### config.mk
export PLATFORM = sky130hd
export DESIGN_NAME = topological_sort_kahn
export DESIGN_NICKNAME = d
export VERILOG_FILES = /design/src/rtl/tsk_pkg.sv /design/src/rtl/tsk_ctrl.sv /design/src/rtl/tsk_dp.sv /design/src/rtl/topological_sort_kahn.sv
export VERILOG_INCLUDE_DIRS = /design/src /design/src/rtl
export SDC_FILE = /design/constraint.sdc
export NUM_CORES = 2
export LEC_CHECK = 0
export CAP_MARGIN = 20
export CORE_ASPECT_RATIO = 0.9
export CORE_MARGIN = 2
export CORE_UTILIZATION = 50
export DETAILED_ROUTE_END_ITERATION = 10
export DONT_BUFFER_PORTS = 1
export PLACE_DENSITY = 0.74
export SYNTH_ARGS = -nofsm -noshare
export SYNTH_HDL_FRONTEND = slang
export SYNTH_SLANG_ARGS = --single-unit
### constraint.sdc
create_clock -name i_clk -period 21.6 [get_ports i_clk]
set_input_delay 4.32 -clock i_clk [delete_from_list [all_inputs] [get_ports i_clk]]
set_output_delay 4.32 -clock i_clk [all_outputs]
set_load 0.1 [all_outputs]
### src/rtl/topological_sort_kahn_assert.svh
// ----------------------------------------------------------------------------
// topological_sort_kahn assertion macros
// Shared concurrent assertion forms for the sort block.
// ----------------------------------------------------------------------------
`ifndef TOPOLOGICAL_SORT_KAHN_ASSERT_SVH
`define TOPOLOGICAL_SORT_KAHN_ASSERT_SVH

// same-cycle implication, checked outside reset
`define TSK_ASSERT_NOW(label, clk, rst_n, ante, cons, msg) \
    label: assert property (@(posedge clk) disable iff (!rst_n) (ante) |-> (cons)) \
        else $error(msg);

// next-cycle implication, checked outside reset
`define TSK_ASSERT_NEXT(label, clk, rst_n, ante, cons, msg) \
    label: assert property (@(posedge clk) disable iff (!rst_n) (ante) |=> (cons)) \
        else $error(msg);

`endif

### src/rtl/tsk_pkg.sv
// ----------------------------------------------------------------------------
// tsk_pkg
// Shared constants and controller/datapath interface types for the sort block.
// ----------------------------------------------------------------------------
package tsk_pkg;

    localparam int NODE_W = 7;
    localparam int STAT_W = 2;

    localparam logic [STAT_W-1:0] STAT_NODE  = 2'd0;
    localparam logic [STAT_W-1:0] STAT_CYCLE = 2'd1;
    localparam logic [STAT_W-1:0] STAT_OVF   = 2'd2;

    localparam logic CMD_ADD = 1'b0;
    localparam logic CMD_RUN = 1'b1;

    // controller -> datapath
    typedef struct packed {
        logic add;      // add-edge beat accepted
        logic inc_wr;   // write back raised in-degree
        logic idx_clr;  // restart the walk index
        logic chk_rd;
        logic chk_ev;
        logic seed_rd;
        logic seed_ev;
        logic pop_rd;
        logic pop_ev;
        logic scan_rd;
        logic scan_ev;
        logic dec_wr;
        logic out_rd;
        logic out_ld;
        logic err_ld;
    } t_cmd;

    // datapath -> controller
    typedef struct packed {
        logic in_valid;
        logic in_run;
        logic idx_lt_edges;
        logic idx_last_node;
        logic q_nonempty;
        logic all_ordered;
        logic ovf;
        logic src_match;
        logic out_acc;
        logic out_last;
    } t_stat;

endpackage

### src/rtl/tsk_ctrl.sv
// ----------------------------------------------------------------------------
// tsk_ctrl
// Sequencer for edge loading, range check, seeding, queue walk and output.
// ----------------------------------------------------------------------------
module tsk_ctrl
    import tsk_pkg::*;
(
    input  logic  i_clk,
    input  logic  i_rst_n,
    input  t_stat i_stat,
    output t_cmd  o_cmd,
    output logic  o_in_ready
);

    localparam logic [3:0] S_IDLE     = 4'd0;
    localparam logic [3:0] S_INC      = 4'd1;
    localparam logic [3:0] S_CHK_RD   = 4'd2;
    localparam logic [3:0] S_CHK_EV   = 4'd3;
    localparam logic [3:0] S_SEED_RD  = 4'd4;
    localparam logic [3:0] S_SEED_EV  = 4'd5;
    localparam logic [3:0] S_POP_CHK  = 4'd6;
    localparam logic [3:0] S_POP_EV   = 4'd7;
    localparam logic [3:0] S_SCAN_RD  = 4'd8;
    localparam logic [3:0] S_SCAN_EV  = 4'd9;
    localparam logic [3:0] S_DEC      = 4'd10;
    localparam logic [3:0] S_FIN      = 4'd11;
    localparam logic [3:0] S_OUT_RD   = 4'd12;
    localparam logic [3:0] S_OUT_LD   = 4'd13;
    localparam logic [3:0] S_ERR      = 4'd14;
    localparam logic [3:0] S_OUT_WAIT = 4'd15;

    logic [3:0] r_state;
    logic [3:0] n_state;

    assign o_in_ready = (r_state == S_IDLE);

    always_comb begin
        n_state = r_state;
        o_cmd   = '0;
        unique case (r_state)
            S_IDLE: begin
                if (i_stat.in_valid) begin
                    if (i_stat.in_run) begin
                        o_cmd.idx_clr = 1'b1;
                        n_state       = S_CHK_RD;
                    end else begin
                        o_cmd.add = 1'b1;
                        n_state   = S_INC;
                    end
                end
            end
            S_INC: begin
                o_cmd.inc_wr = 1'b1;
                n_state      = S_IDLE;
            end
            S_CHK_RD: begin
                priority if (i_stat.idx_lt_edges) begin
                    o_cmd.chk_rd = 1'b1;
                    n_state      = S_CHK_EV;
                end else if (i_stat.ovf) begin
                    n_state = S_ERR;
                end else begin
                    o_cmd.idx_clr = 1'b1;
                    n_state       = S_SEED_RD;
                end
            end
            S_CHK_EV: begin
                o_cmd.chk_ev = 1'b1;
                n_state      = S_CHK_RD;
            end
            S_SEED_RD: begin
                o_cmd.seed_rd = 1'b1;
                n_state       = S_SEED_EV;
            end
            S_SEED_EV: begin
                o_cmd.seed_ev = 1'b1;
                n_state       = i_stat.idx_last_node ? S_POP_CHK : S_SEED_RD;
            end
            S_POP_CHK: begin
                if (i_stat.q_nonempty) begin
                    o_cmd.pop_rd = 1'b1;
                    n_state      = S_POP_EV;
                end else begin
                    n_state = S_FIN;
                end
            end
            S_POP_EV: begin
                o_cmd.pop_ev = 1'b1;
                n_state      = S_SCAN_RD;
            end
            S_SCAN_RD: begin
                if (i_stat.idx_lt_edges) begin
                    o_cmd.scan_rd = 1'b1;
                    n_state       = S_SCAN_EV;
                end else begin
                    n_state = S_POP_CHK;
                end
            end
            S_SCAN_EV: begin
                o_cmd.scan_ev = 1'b1;
                n_state       = i_stat.src_match ? S_DEC : S_SCAN_RD;
            end
            S_DEC: begin
                o_cmd.dec_wr = 1'b1;
                n_state      = S_SCAN_RD;
            end
            S_FIN: begin
                if (i_stat.all_ordered) begin
                    o_cmd.idx_clr = 1'b1;
                    n_state       = S_OUT_RD;
                end else begin
                    n_state = S_ERR;
                end
            end
            S_OUT_RD: begin
                o_cmd.out_rd = 1'b1;
                n_state      = S_OUT_LD;
            end
            S_OUT_LD: begin
                o_cmd.out_ld = 1'b1;
                n_state      = S_OUT_WAIT;
            end
            S_ERR: begin
                o_cmd.err_ld = 1'b1;
                n_state      = S_OUT_WAIT;
            end
            S_OUT_WAIT: begin
                if (i_stat.out_acc) begin
                    n_state = i_stat.out_last ? S_IDLE : S_OUT_RD;
                end
            end
            default: n_state = S_IDLE;
        endcase
    end

    always_ff @(posedge i_clk) begin
        if (!i_rst_n) begin
            r_state <= S_IDLE;
        end else begin
            r_state <= n_state;
        end
    end

endmodule

### src/rtl/tsk_dp.sv
// ----------------------------------------------------------------------------
// tsk_dp
// Edge store, in-degree table, ready queue, walk counters and output register.
// ----------------------------------------------------------------------------
module tsk_dp
    import tsk_pkg::*;
#(
    parameter int MAX_NODES = 64,
    parameter int MAX_EDGES = 256
) (
    input  logic              i_clk,
    input  logic              i_rst_n,
    input  t_cmd              i_cmd,
    output t_stat             o_stat,
    input  logic              i_in_valid,
    input  logic              i_in_cmd,
    input  logic [NODE_W-1:0] i_from,
    input  logic [NODE_W-1:0] i_to,
    input  logic              i_cfg_we,
    input  logic [NODE_W-1:0] i_cfg_data,
    output logic              o_out_valid,
    input  logic              i_out_ready,
    output logic [STAT_W-1:0] o_out_status,
    output logic [NODE_W-1:0] o_out_node,
    output logic              o_out_last
);

    localparam int NIW = (MAX_NODES > 2) ? $clog2(MAX_NODES) : 1;
    localparam int EAW = (MAX_EDGES > 2) ? $clog2(MAX_EDGES) : 1;
    localparam int ECW = $clog2(MAX_EDGES + 1);
    localparam int QW  = $clog2(MAX_NODES + 1);
    localparam int IW  = (ECW > QW) ? ECW : QW;
    localparam int XW  = (IW > NODE_W) ? IW : NODE_W;
    localparam logic [NODE_W-1:0] NMAX = NODE_W'(MAX_NODES);

    // memories
    logic [NIW-1:0] m_src [MAX_EDGES];
    logic [NIW-1:0] m_tgt [MAX_EDGES];
    logic [ECW-1:0] m_deg [MAX_NODES];
    logic [NIW-1:0] m_q   [MAX_NODES];

    logic [NODE_W-1:0]    r_cfg;
    logic [ECW-1:0]       r_ecnt;
    logic [QW-1:0]        r_head;
    logic [QW-1:0]        r_tail;
    logic                 r_ovf;
    logic [IW-1:0]        r_idx;
    logic [NIW-1:0]       r_cur;
    logic [NIW-1:0]       r_add_tgt;
    logic                 r_add_ok;
    logic [MAX_NODES-1:0] r_deg_vld;
    logic [NIW-1:0]       r_src_q;
    logic [NIW-1:0]       r_tgt_q;
    logic [ECW-1:0]       r_deg_q;
    logic                 r_deg_vq;
    logic [NIW-1:0]       r_q_q;
    logic                 r_out_valid;
    logic [STAT_W-1:0]    r_out_status;
    logic [NODE_W-1:0]    r_out_node;
    logic                 r_out_last;

    logic [NODE_W-1:0] n_eff;
    logic              add_bad;
    logic [ECW-1:0]    deg_val;
    logic              deg_re;
    logic [NIW-1:0]    deg_raddr;
    logic              deg_we;
    logic [NIW-1:0]    deg_waddr;
    logic [ECW-1:0]    deg_wdata;
    logic              q_we;
    logic [NIW-1:0]    q_wdata;
    logic              q_re;
    logic [NIW-1:0]    q_raddr;
    logic              e_re;
    logic              out_acc;
    logic              run_done;

    always_comb begin
        priority if (r_cfg == '0) n_eff = NODE_W'(1);
        else if (r_cfg > NMAX)    n_eff = NMAX;
        else                      n_eff = r_cfg;
    end

    assign add_bad = (i_from == '0) || (i_to == '0) || (i_from > n_eff) || (i_to > n_eff)
                   || (r_ecnt >= ECW'(MAX_EDGES));
    assign deg_val = r_deg_vq ? r_deg_q : '0;
    assign out_acc  = r_out_valid && i_out_ready;
    assign run_done = out_acc && r_out_last;

    // in-degree port selection
    always_comb begin
        deg_re    = i_cmd.add || i_cmd.seed_rd || (i_cmd.scan_ev && o_stat.src_match);
        deg_raddr = r_idx[NIW-1:0];
        if (i_cmd.add)          deg_raddr = NIW'(i_to - NODE_W'(1));
        else if (i_cmd.scan_ev) deg_raddr = r_tgt_q;
        deg_we    = (i_cmd.inc_wr && r_add_ok) || (i_cmd.dec_wr && (deg_val != '0));
        deg_waddr = i_cmd.inc_wr ? r_add_tgt : r_tgt_q;
        deg_wdata = i_cmd.inc_wr ? (deg_val + ECW'(1)) : (deg_val - ECW'(1));
    end

    // ready queue push: seeding or a target reaching zero
    always_comb begin
        q_we    = (i_cmd.seed_ev && (deg_val == '0))
                || (i_cmd.dec_wr && (deg_val == ECW'(1)));
        q_wdata = i_cmd.seed_ev ? r_idx[NIW-1:0] : r_tgt_q;
        q_re    = i_cmd.pop_rd || i_cmd.out_rd;
        q_raddr = i_cmd.pop_rd ? r_head[NIW-1:0] : r_idx[NIW-1:0];
        e_re    = i_cmd.chk_rd || i_cmd.scan_rd;
    end

    always_ff @(posedge i_clk) begin
        if (i_cmd.add && !add_bad) begin
            m_src[r_ecnt[EAW-1:0]] <= NIW'(i_from - NODE_W'(1));
            m_tgt[r_ecnt[EAW-1:0]] <= NIW'(i_to - NODE_W'(1));
        end
        if (e_re) begin
            r_src_q <= m_src[r_idx[EAW-1:0]];
            r_tgt_q <= m_tgt[r_idx[EAW-1:0]];
        end
    end

    always_ff @(posedge i_clk) begin
        if (deg_we) begin
            m_deg[deg_waddr] <= deg_wdata;
        end
        if (deg_re) begin
            r_deg_q <= m_deg[deg_raddr];
        end
    end

    always_ff @(posedge i_clk) begin
        if (q_we) begin
            m_q[r_tail[NIW-1:0]] <= q_wdata;
        end
        if (q_re) begin
            r_q_q <= m_q[q_raddr];
        end
    end

    // payload registers
    always_ff @(posedge i_clk) begin
        if (i_cmd.add) begin
            r_add_tgt <= NIW'(i_to - NODE_W'(1));
        end
        if (i_cmd.pop_ev) begin
            r_cur <= r_q_q;
        end
        if (deg_re) begin
            r_deg_vq <= r_deg_vld[deg_raddr];
        end
        if (i_cmd.out_ld) begin
            r_out_status <= STAT_NODE;
            r_out_node   <= NODE_W'(r_q_q) + NODE_W'(1);
            r_out_last   <= (XW'(r_idx) == XW'(n_eff) - XW'(1));
        end else if (i_cmd.err_ld) begin
            r_out_status <= r_ovf ? STAT_OVF : STAT_CYCLE;
            r_out_node   <= '0;
            r_out_last   <= 1'b1;
        end
    end

    // control registers
    always_ff @(posedge i_clk) begin
        if (!i_rst_n) begin
            r_cfg       <= NMAX;
            r_ecnt      <= '0;
            r_head      <= '0;
            r_tail      <= '0;
            r_ovf       <= 1'b0;
            r_idx       <= '0;
            r_add_ok    <= 1'b0;
            r_deg_vld   <= '0;
            r_out_valid <= 1'b0;
        end else begin
            if (i_cfg_we) begin
                r_cfg <= i_cfg_data;
            end
            if (i_cmd.add) begin
                r_add_ok <= !add_bad;
                if (add_bad) begin
                    r_ovf <= 1'b1;
                end else begin
                    r_ecnt <= r_ecnt + ECW'(1);
                end
            end
            if (deg_we) begin
                r_deg_vld[deg_waddr] <= 1'b1;
            end
            if (i_cmd.chk_ev &&
                ((XW'(r_src_q) >= XW'(n_eff)) || (XW'(r_tgt_q) >= XW'(n_eff)))) begin
                r_ovf <= 1'b1;
            end
            if (q_we) begin
                r_tail <= r_tail + QW'(1);
            end
            if (i_cmd.pop_ev) begin
                r_head <= r_head + QW'(1);
            end
            priority if (i_cmd.idx_clr || i_cmd.pop_ev) begin
                r_idx <= '0;
            end else if (i_cmd.chk_ev || i_cmd.seed_ev || i_cmd.scan_ev || i_cmd.out_ld) begin
                r_idx <= r_idx + IW'(1);
            end
            if (i_cmd.out_ld || i_cmd.err_ld) begin
                r_out_valid <= 1'b1;
            end else if (out_acc) begin
                r_out_valid <= 1'b0;
            end
            // every run ends by clearing its working state
            if (run_done) begin
                r_ecnt    <= '0;
                r_head    <= '0;
                r_tail    <= '0;
                r_ovf     <= 1'b0;
                r_deg_vld <= '0;
            end
        end
    end

    always_comb begin
        o_stat.in_valid      = i_in_valid;
        o_stat.in_run        = (i_in_cmd == CMD_RUN);
        o_stat.idx_lt_edges  = (XW'(r_idx) < XW'(r_ecnt));
        o_stat.idx_last_node = (XW'(r_idx) == XW'(n_eff) - XW'(1));
        o_stat.q_nonempty    = (r_head < r_tail);
        o_stat.all_ordered   = (XW'(r_head) == XW'(n_eff));
        o_stat.ovf           = r_ovf;
        o_stat.src_match     = (r_src_q == r_cur);
        o_stat.out_acc       = out_acc;
        o_stat.out_last      = r_out_last;
    end

    assign o_out_valid  = r_out_valid;
    assign o_out_status = r_out_status;
    assign o_out_node   = r_out_node;
    assign o_out_last   = r_out_last;

endmodule

### src/rtl/topological_sort_kahn.sv
// ----------------------------------------------------------------------------
// topological_sort_kahn
// Kahn topological sort over edges loaded one beat at a time.
// ----------------------------------------------------------------------------
// Usage:
//   s_axis: tuser = command (0 add edge, 1 run); tdata = from_node [6:0],
//   to_node [13:7]. An add beat stores the edge and raises the target's
//   in-degree; it yields nothing, and is handled as accept, then in-degree write.
//   A run beat checks all E stored edges, seeds the ready queue over N nodes,
//   then for each popped node scans all stored edges, with an in-degree
//   decrement for each matching edge; every edge walk is serial through
//   the single read port of the edge store. m_axis: tuser = status,
//   tdata = node, tlast on the final beat. The full order is emitted after
//   the sort finishes, each beat taken before the next is read from the queue;
//   a cycle or a bad edge gives a single beat instead.
//   One item is handled at a time; s_axis_tready is low until the final result
//   beat is taken, so a stalled receiver holds the block. The run clears the
//   edge store, in-degrees and overflow flag; node_count is kept.
//   Reset (i_rst_n low, synchronous) empties the store and sets node_count to
//   MAX_NODES; no clearing pass is needed.
//   cfg: i_cfg_valid/o_cfg_ready write node_count, only while idle.
// ----------------------------------------------------------------------------
module topological_sort_kahn
    import tsk_pkg::*;
#(
    parameter int MAX_NODES = 64,
    parameter int MAX_EDGES = 256
) (
    input  logic        i_clk,
    input  logic        i_rst_n,
    input  logic        s_axis_tvalid,
    output logic        s_axis_tready,
    input  logic [15:0] s_axis_tdata,  // from_node [6:0], to_node [13:7], zero [15:14]
    input  logic        s_axis_tuser,  // command
    output logic        m_axis_tvalid,
    input  logic        m_axis_tready,
    output logic [7:0]  m_axis_tdata,  // node [6:0], zero [7]
    output logic [1:0]  m_axis_tuser,  // status
    output logic        m_axis_tlast,
    input  logic        i_cfg_valid,
    output logic        o_cfg_ready,
    input  logic [6:0]  i_cfg_data
);

    `include "topological_sort_kahn_assert.svh"

    t_cmd              cmd;
    t_stat             stat;
    logic              in_ready;
    logic [NODE_W-1:0] out_node;

    tsk_ctrl u_ctrl (
        .i_clk      (i_clk),
        .i_rst_n    (i_rst_n),
        .i_stat     (stat),
        .o_cmd      (cmd),
        .o_in_ready (in_ready)
    );

    tsk_dp #(
        .MAX_NODES (MAX_NODES),
        .MAX_EDGES (MAX_EDGES)
    ) u_dp (
        .i_clk        (i_clk),
        .i_rst_n      (i_rst_n),
        .i_cmd        (cmd),
        .o_stat       (stat),
        .i_in_valid   (s_axis_tvalid && in_ready),
        .i_in_cmd     (s_axis_tuser),
        .i_from       (s_axis_tdata[6:0]),
        .i_to         (s_axis_tdata[13:7]),
        .i_cfg_we     (i_cfg_valid && in_ready),
        .i_cfg_data   (i_cfg_data),
        .o_out_valid  (m_axis_tvalid),
        .i_out_ready  (m_axis_tready),
        .o_out_status (m_axis_tuser),
        .o_out_node   (out_node),
        .o_out_last   (m_axis_tlast)
    );

    assign s_axis_tready = in_ready;
    assign o_cfg_ready   = in_ready;
    assign m_axis_tdata  = {1'b0, out_node};

    `TSK_ASSERT_NOW(a_no_overlap, i_clk, i_rst_n, m_axis_tvalid, !s_axis_tready,
        "result pending while input is open")
    `TSK_ASSERT_NEXT(a_idle_after_last, i_clk, i_rst_n,
        m_axis_tvalid && m_axis_tready && m_axis_tlast, s_axis_tready,
        "block not idle after final beat")
    `TSK_ASSERT_NOW(a_node_only_ordered, i_clk, i_rst_n,
        m_axis_tvalid && (m_axis_tuser != STAT_NODE), (m_axis_tdata == 8'd0) && m_axis_tlast,
        "error beat carries a node or is not final")
    `TSK_ASSERT_NOW(a_status_code, i_clk, i_rst_n, m_axis_tvalid,
        (m_axis_tuser == STAT_NODE) || (m_axis_tuser == STAT_CYCLE) || (m_axis_tuser == STAT_OVF),
        "undefined status code")

endmodule

# == Word level (Yosys, flattened, before mapping) ==
# Memories as Yosys holds them, arrays and structs flattened. A register that Yosys moved wholly into a read port is not among the register bits.
# Cells that the tools add are included.
# word_totals
ff_bits,133
latchBits,0
ram_bits,4032
mem_bits_ro,0
output_inout_bits,14
mem_count,4
# op_classes
addsub,10
multipliers,0
div_mod_pow,0
n_lt_le_gt_ge,11
n_eq_ne,21
shifts,0
mux,65
bitwise,3
n_reduce_logical,46
# memory_table
memory,words,width,rd,rd_ports_with_merged_regs,wr,line,source
u_dp.m_src,256,6,1,1,1,tsk_dp.sv:37,logic [NIW-1:0] m_src [MAX_EDGES];
u_dp.m_tgt,256,6,1,1,1,tsk_dp.sv:38,logic [NIW-1:0] m_tgt [MAX_EDGES];
u_dp.m_deg,64,9,1,1,1,tsk_dp.sv:39,logic [ECW-1:0] m_deg [MAX_NODES];
u_dp.m_q,64,6,1,1,1,tsk_dp.sv:40,logic [NIW-1:0] m_q [MAX_NODES];
# op_table
cell,n
$or 64x64->64,1
$pmux 4 s14,1
$mux 1,38
$eq 4x4->1 const B,8
$mux 6,5
$mux 4,7
$mux 7,4
$add 9x1->9 const B,3
$logic_not 7->1,3
$mux 9,2
$eq 4x3->1 const B,4
$logic_or 1x1->1,16
$add 7x1->7 const B,2
$ge 6x7->1,2
$gt 7x7->1,2
$lt 6x7->1 const B,2
$logic_and 1x1->1,12
$sub 6x1->6 const B,2
$mux 2,5
$eq 9x1->1 const B,1
$eq 9x9->1,1
$ge 9x9->1 const B,1
$logic_not 9->1,1
$lt 9x9->1,1
other kinds (21),32

# == Depth between registers and ports, before layout ==
# logic_depth
ltp_word,11
depth_mapped,16
mapped_depth_nobuf,13

# == Modules after synthesis ==
# Synthesis repeated with hierarchy kept, for this count alone.
# unflattened
cells_unflattened,8668
hier_area_um2,165152.1
# by_module_without_submodules
mod,n_inst,cells_each,area_each_um2,seq_area_each_um2
tsk_dp,1,8579,164567.8,124679.6
tsk_ctrl,1,84,553.0,80.1
topological_sort_kahn,1,5,31.3,0.0

# == Worst setup path after synthesis ==
# No wires, ideal clock.
# synth_timing
kind,input to register
startpoint,input port s_axis_tdata[7]
endpoint,memory u_dp.m_tgt[0][4] (netlist name) (data pin)
setup_ns,1.671
t_arrival_ns,15.070
required_time_ns,19.929
path_slack_ns,4.859
path_stages,4
n_path_buf,0
cell_sequence,inv_1 -> ha_1 -> nand2_1 -> xnor2_1
# synth_between
elab_chain_len,1
# synth_rtl
item,line,source
from (decl),topological_sort_kahn.sv:33,"input logic [15:0] s_axis_tdata,"
$sub 6x1->6,tsk_dp.sv:114,m_tgt[r_ecnt[EAW-1:0]] <= NIW'(i_to - NODE_W'(1));
to (decl),tsk_dp.sv:38,
# Every way passes these cells.

# == Worst setup path after layout ==
# layout_timing
startpoint,input port s_axis_tdata[7]
endpoint,"register u_dp.r_deg_q[2], read port of u_dp.m_deg (data pin)"
# layout_between
elab_chain_len,2
# layout_rtl
item,line,source
$sub 6x1->6,tsk_dp.sv:94,if (i_cmd.add) deg_raddr = NIW'(i_to - NODE_W'(1));
$mux 6,tsk_dp.sv:94,
to (decl),tsk_dp.sv:54,logic [ECW-1:0] r_deg_q;
# Every way passes these cells.
# A chain may end at the register's enable or synchronous reset.

==> flow_metrics.env <==
export IMPL_setup_viol=0
export IMPL_clock_power_share_pct=37.7
export IMPL_synth_compound_area_share_pct=1.77
export IMPL_row_count=199
export IMPL_seq_power_share_pct=50.5
export IMPL_synth_top_area_share_pct=74.5
export IMPL_status="completed"
export IMPL_setup_slack_ps=13120
export IMPL_antenna_found_initial=29
export IMPL_setup_tns_final_ps=0
export IMPL_place_area_sq_um=170000
export IMPL_grt_pass1_vias=80300
export IMPL_first_pass_iters=6
export IMPL_io_pins=43
export IMPL_ctsResizeCount=0
export IMPL_maxSlewHeadroom_pct=6.95
export IMPL_start_util_pct=50.3
export IMPL_die_area_sq_um=333000
export IMPL_ys_dominant_reg_cell="edfxtp_1"
export IMPL_syn2layout_area_growth_pct=12.5
export IMPL_p_int_w=0.0141
export IMPL_ys_ff_latch=4192
export IMPL_synth_top_family_by_area="multiplexers"
export IMPL_synth_adder_area_share_pct=0.434
export IMPL_netlist_instances=7635
export IMPL_synth_avg_cell_area_sq_um=21.5
export IMPL_crit_type="in -> reg"
export IMPL_muxShareOfSynthArea_pct=17.6
export IMPL_peakVddDrop_mv=0.0908
export IMPL_final_max_slew_viol_count=0
export IMPL_preCtsSetupSlack_ps=11600
export IMPL_insertion_delay_ps=960
export IMPL_grt_start_max_net_pins=189
export IMPL_vias=82000
export IMPL_nets=8081
export IMPL_yosys_warnings=0
export IMPL_syn_cell_area_sq_um=164000
export IMPL_stdcell_count=12700
export IMPL_async_flop_share_pct=0
export IMPL_rsz0062_at_grt="false"
export IMPL_ys_seq_area_share_pct=75.9
export IMPL_gp_congestion=0.888
export IMPL_root_buffer="clkbuf_16"
export IMPL_finalCriticalPeriod_ps=8480
export IMPL_grt_pass1_wl_microns=573000
export IMPL_cp_data_arrival_time_ps=9160
export IMPL_synthesis_nets=7721
export IMPL_core_area_sq_um=327000
export IMPL_port_buffers=0
export IMPL_postRouteAntennaNets=0
export IMPL_via_per_inst=6.48
export IMPL_clock_sinks=4192
export IMPL_fin_skew_ps=58.1
export IMPL_hp_class="reg -> reg"
export IMPL_numCtsBuffers=404
export IMPL_post_cts_buffers=0
export IMPL_placedCellCount=11700
export IMPL_p_leak_nw=56.1
export IMPL_crit_path_end_kind="register"
export IMPL_ctsHoldBuffers=0
export IMPL_worstMarginPinSlew_ps=1400
export IMPL_drv_cap=0
export IMPL_die_w_microns=608
export IMPL_finalPower_w=0.0186
export IMPL_synth_simple_gate_area_share_pct=2.74
export IMPL_cts_clk_slew_worst_paths_ps=60
export IMPL_finalCritPeriodShare_pct=39.3
export IMPL_clock_path_buffers=4
export IMPL_power_switching_fraction_pct=24.1
export IMPL_overflow=0
export IMPL_die_height_microns=548
export IMPL_drive_gt1_share_pct=27.0
export IMPL_synth_xor_area_share_pct=0.325
export IMPL_synth_area_leaders="edfxtp_1 (75%), mux4_2 (16%), dfxtp_1 (1.4%), mux2i_1 (1.3%), nor2_1 (1.2%)"
export IMPL_startpoint_type="primary input"
export IMPL_cts_tree="done"
export IMPL_design_area_sq_um=185000
export IMPL_max_freq_ghz=0.118
export IMPL_htreeDepth=5
export IMPL_dpl_hpwl_microns=229000
export IMPL_synth_edff_count=4080
export IMPL_power_combinational_fraction_pct=11.8
export IMPL_grtUsageTotal_pct=23.6
export IMPL_switchingPower_w=0.00448
export IMPL_wl_per_cell_microns=31.6
export IMPL_synth_cell_types=85
export IMPL_powerDensity_nw_per_um2=100
export IMPL_synth_largest_area_cell="edfxtp_1"
export IMPL_drt_iter0_markers=13300
export IMPL_critical_path_required_ps=22280
export IMPL_finalWirelength_microns=400000
export IMPL_cp_max_fo=119
export IMPL_drc=0
export IMPL_final_hold_violation_count=0
## stage by stage
stage,util (%),hold WS [ps]
floorplan,-,435
global placement,51.9,441
detailed placement,52.0,450
CTS,56.0,466
global route,56.6,478
finish,56.6,465
## cell type report
type,count,area [sq um]
Fill cell,22700,142000
Multi-Input combinational cell,2971,38000
Timing Repair Buffer,380,3440
Clock buffer,501,10600
Tap cell,4321,5410
Inverter,46,203
Antenna cell,14,35.0
Sequential cell,4192,125000
Clock inverter,237,2440
## routing by layer
layer	up-vias	global-route usage, %	share of wire, %
met1	43200	33.9	38
met4	18	7.38	3.3
met2	5413	36.5	47
met3	767	5.22	12
met5	-	0	0.031
li1	32700	-	-
## state kept, by name, indices dropped and copies added (netlist names), 9 cells and up
name            flops
u_dp.r_deg_q        9
u_dp.m_deg        576
u_dp.r_ecnt         9
u_dp.r_deg_vld     64
u_dp.m_tgt       1536
u_dp.m_q          384
u_dp.r_idx          9
u_dp.m_src       1536
## synthesized netlist by cell type (all sizes together) (35+ instances only)
cell type	number
edfxtp	4080
mux4	1180
nor2	543
clkbuf	223
mux2i	221
buf	203
nand2	160
dfxtp	112
o21ai	93
nand3	91
and3	86
a211oi	67
a21oi	67
ha	57
inv	45
o21a	37
xnor2	35
## kinds of logic (layout without fill, tap and decap cells)
logic type | count (synthesis) | count (layout)
simple gates | 1011 | 1011
flops | 4192 | 4192
mux | 1417 | 1417
buf+inv | 472 | 1164
compound gates | 424 | 424
fa+ha+maj | 57 | 57
other cells | 1 | 15
xor+xnor | 61 | 61
## cell usage in the layout, fill, tap and decap left out, types with 10 or more instances in the layout
cell type and count:
edfxtp_1 4080, mux4_2 1180, nor2_1 540, clkbuf_16 407, buf_4 265, mux2i_1 221
nand2_1 144, dfxtp_1 106, buf_6 96, nand3_1 87, o21ai_0 86, and3_1 86
clkbuf_1 83, clkinv_1 76, clkinv_2 72, a211oi_1 66, a21oi_1 62, ha_1 57
inv_1 41, bufinv_16 38, o21a_1 37, xnor2_1 30, o22ai_1 25, nor3_1 22
nand4_1 22, nor4_1 22, xor2_1 18, clkinvlp_4 17, a21boi_0 16, mux2_2 15
nand2_2 15, buf_12 15, diode_2 14, a31o_2 13, nand2b_1 12, a31oi_1 12
clkbuf_8 12, inv_6 11, nand3b_1 10, nor3_2 10
## worst max-delay path, cell delays in order
cell and delay, ps:
inv_8 390, ha_1 400, inv_8 400, nor2_1 170, a21oi_4 170, buf_12 560
buf_4 810, mux4_2 590, mux2i_1 270, mux2i_1 130, mux2i_1 370, mux2i_1 130
## final timing paths
path	start	to	slack [ps]	cells after the start
setup / recovery	s_axis_tdata[7]	u_dp.r_deg_q[2]	13120	12
hold reg to reg	u_dp.r_deg_vld[26]	u_dp.r_deg_vld[26]	470	1
hold / removal	u_dp.r_deg_vld[26]	u_dp.r_deg_vld[26]	470	1
setup reg to reg	u_dp.r_idx[1]	u_dp.r_src_q[2]	15030	8
## power groups by stage
stage / Clock [W] / Combinational [W] / Sequential, W
final: 0.00701 / 0.00219 / 0.00937
after global routing: 0.00736 / 0.00232 / 0.00937
after CTS: 0.00706 / 0.00219 / 0.00936
after detailed placement: 0 / 0.00218 / 0.00954
after global placement: 0 / 0.00211 / 0.00953
after floorplan: 0 / 0.00146 / 0.00958
(Power assumes the default switching activity.)
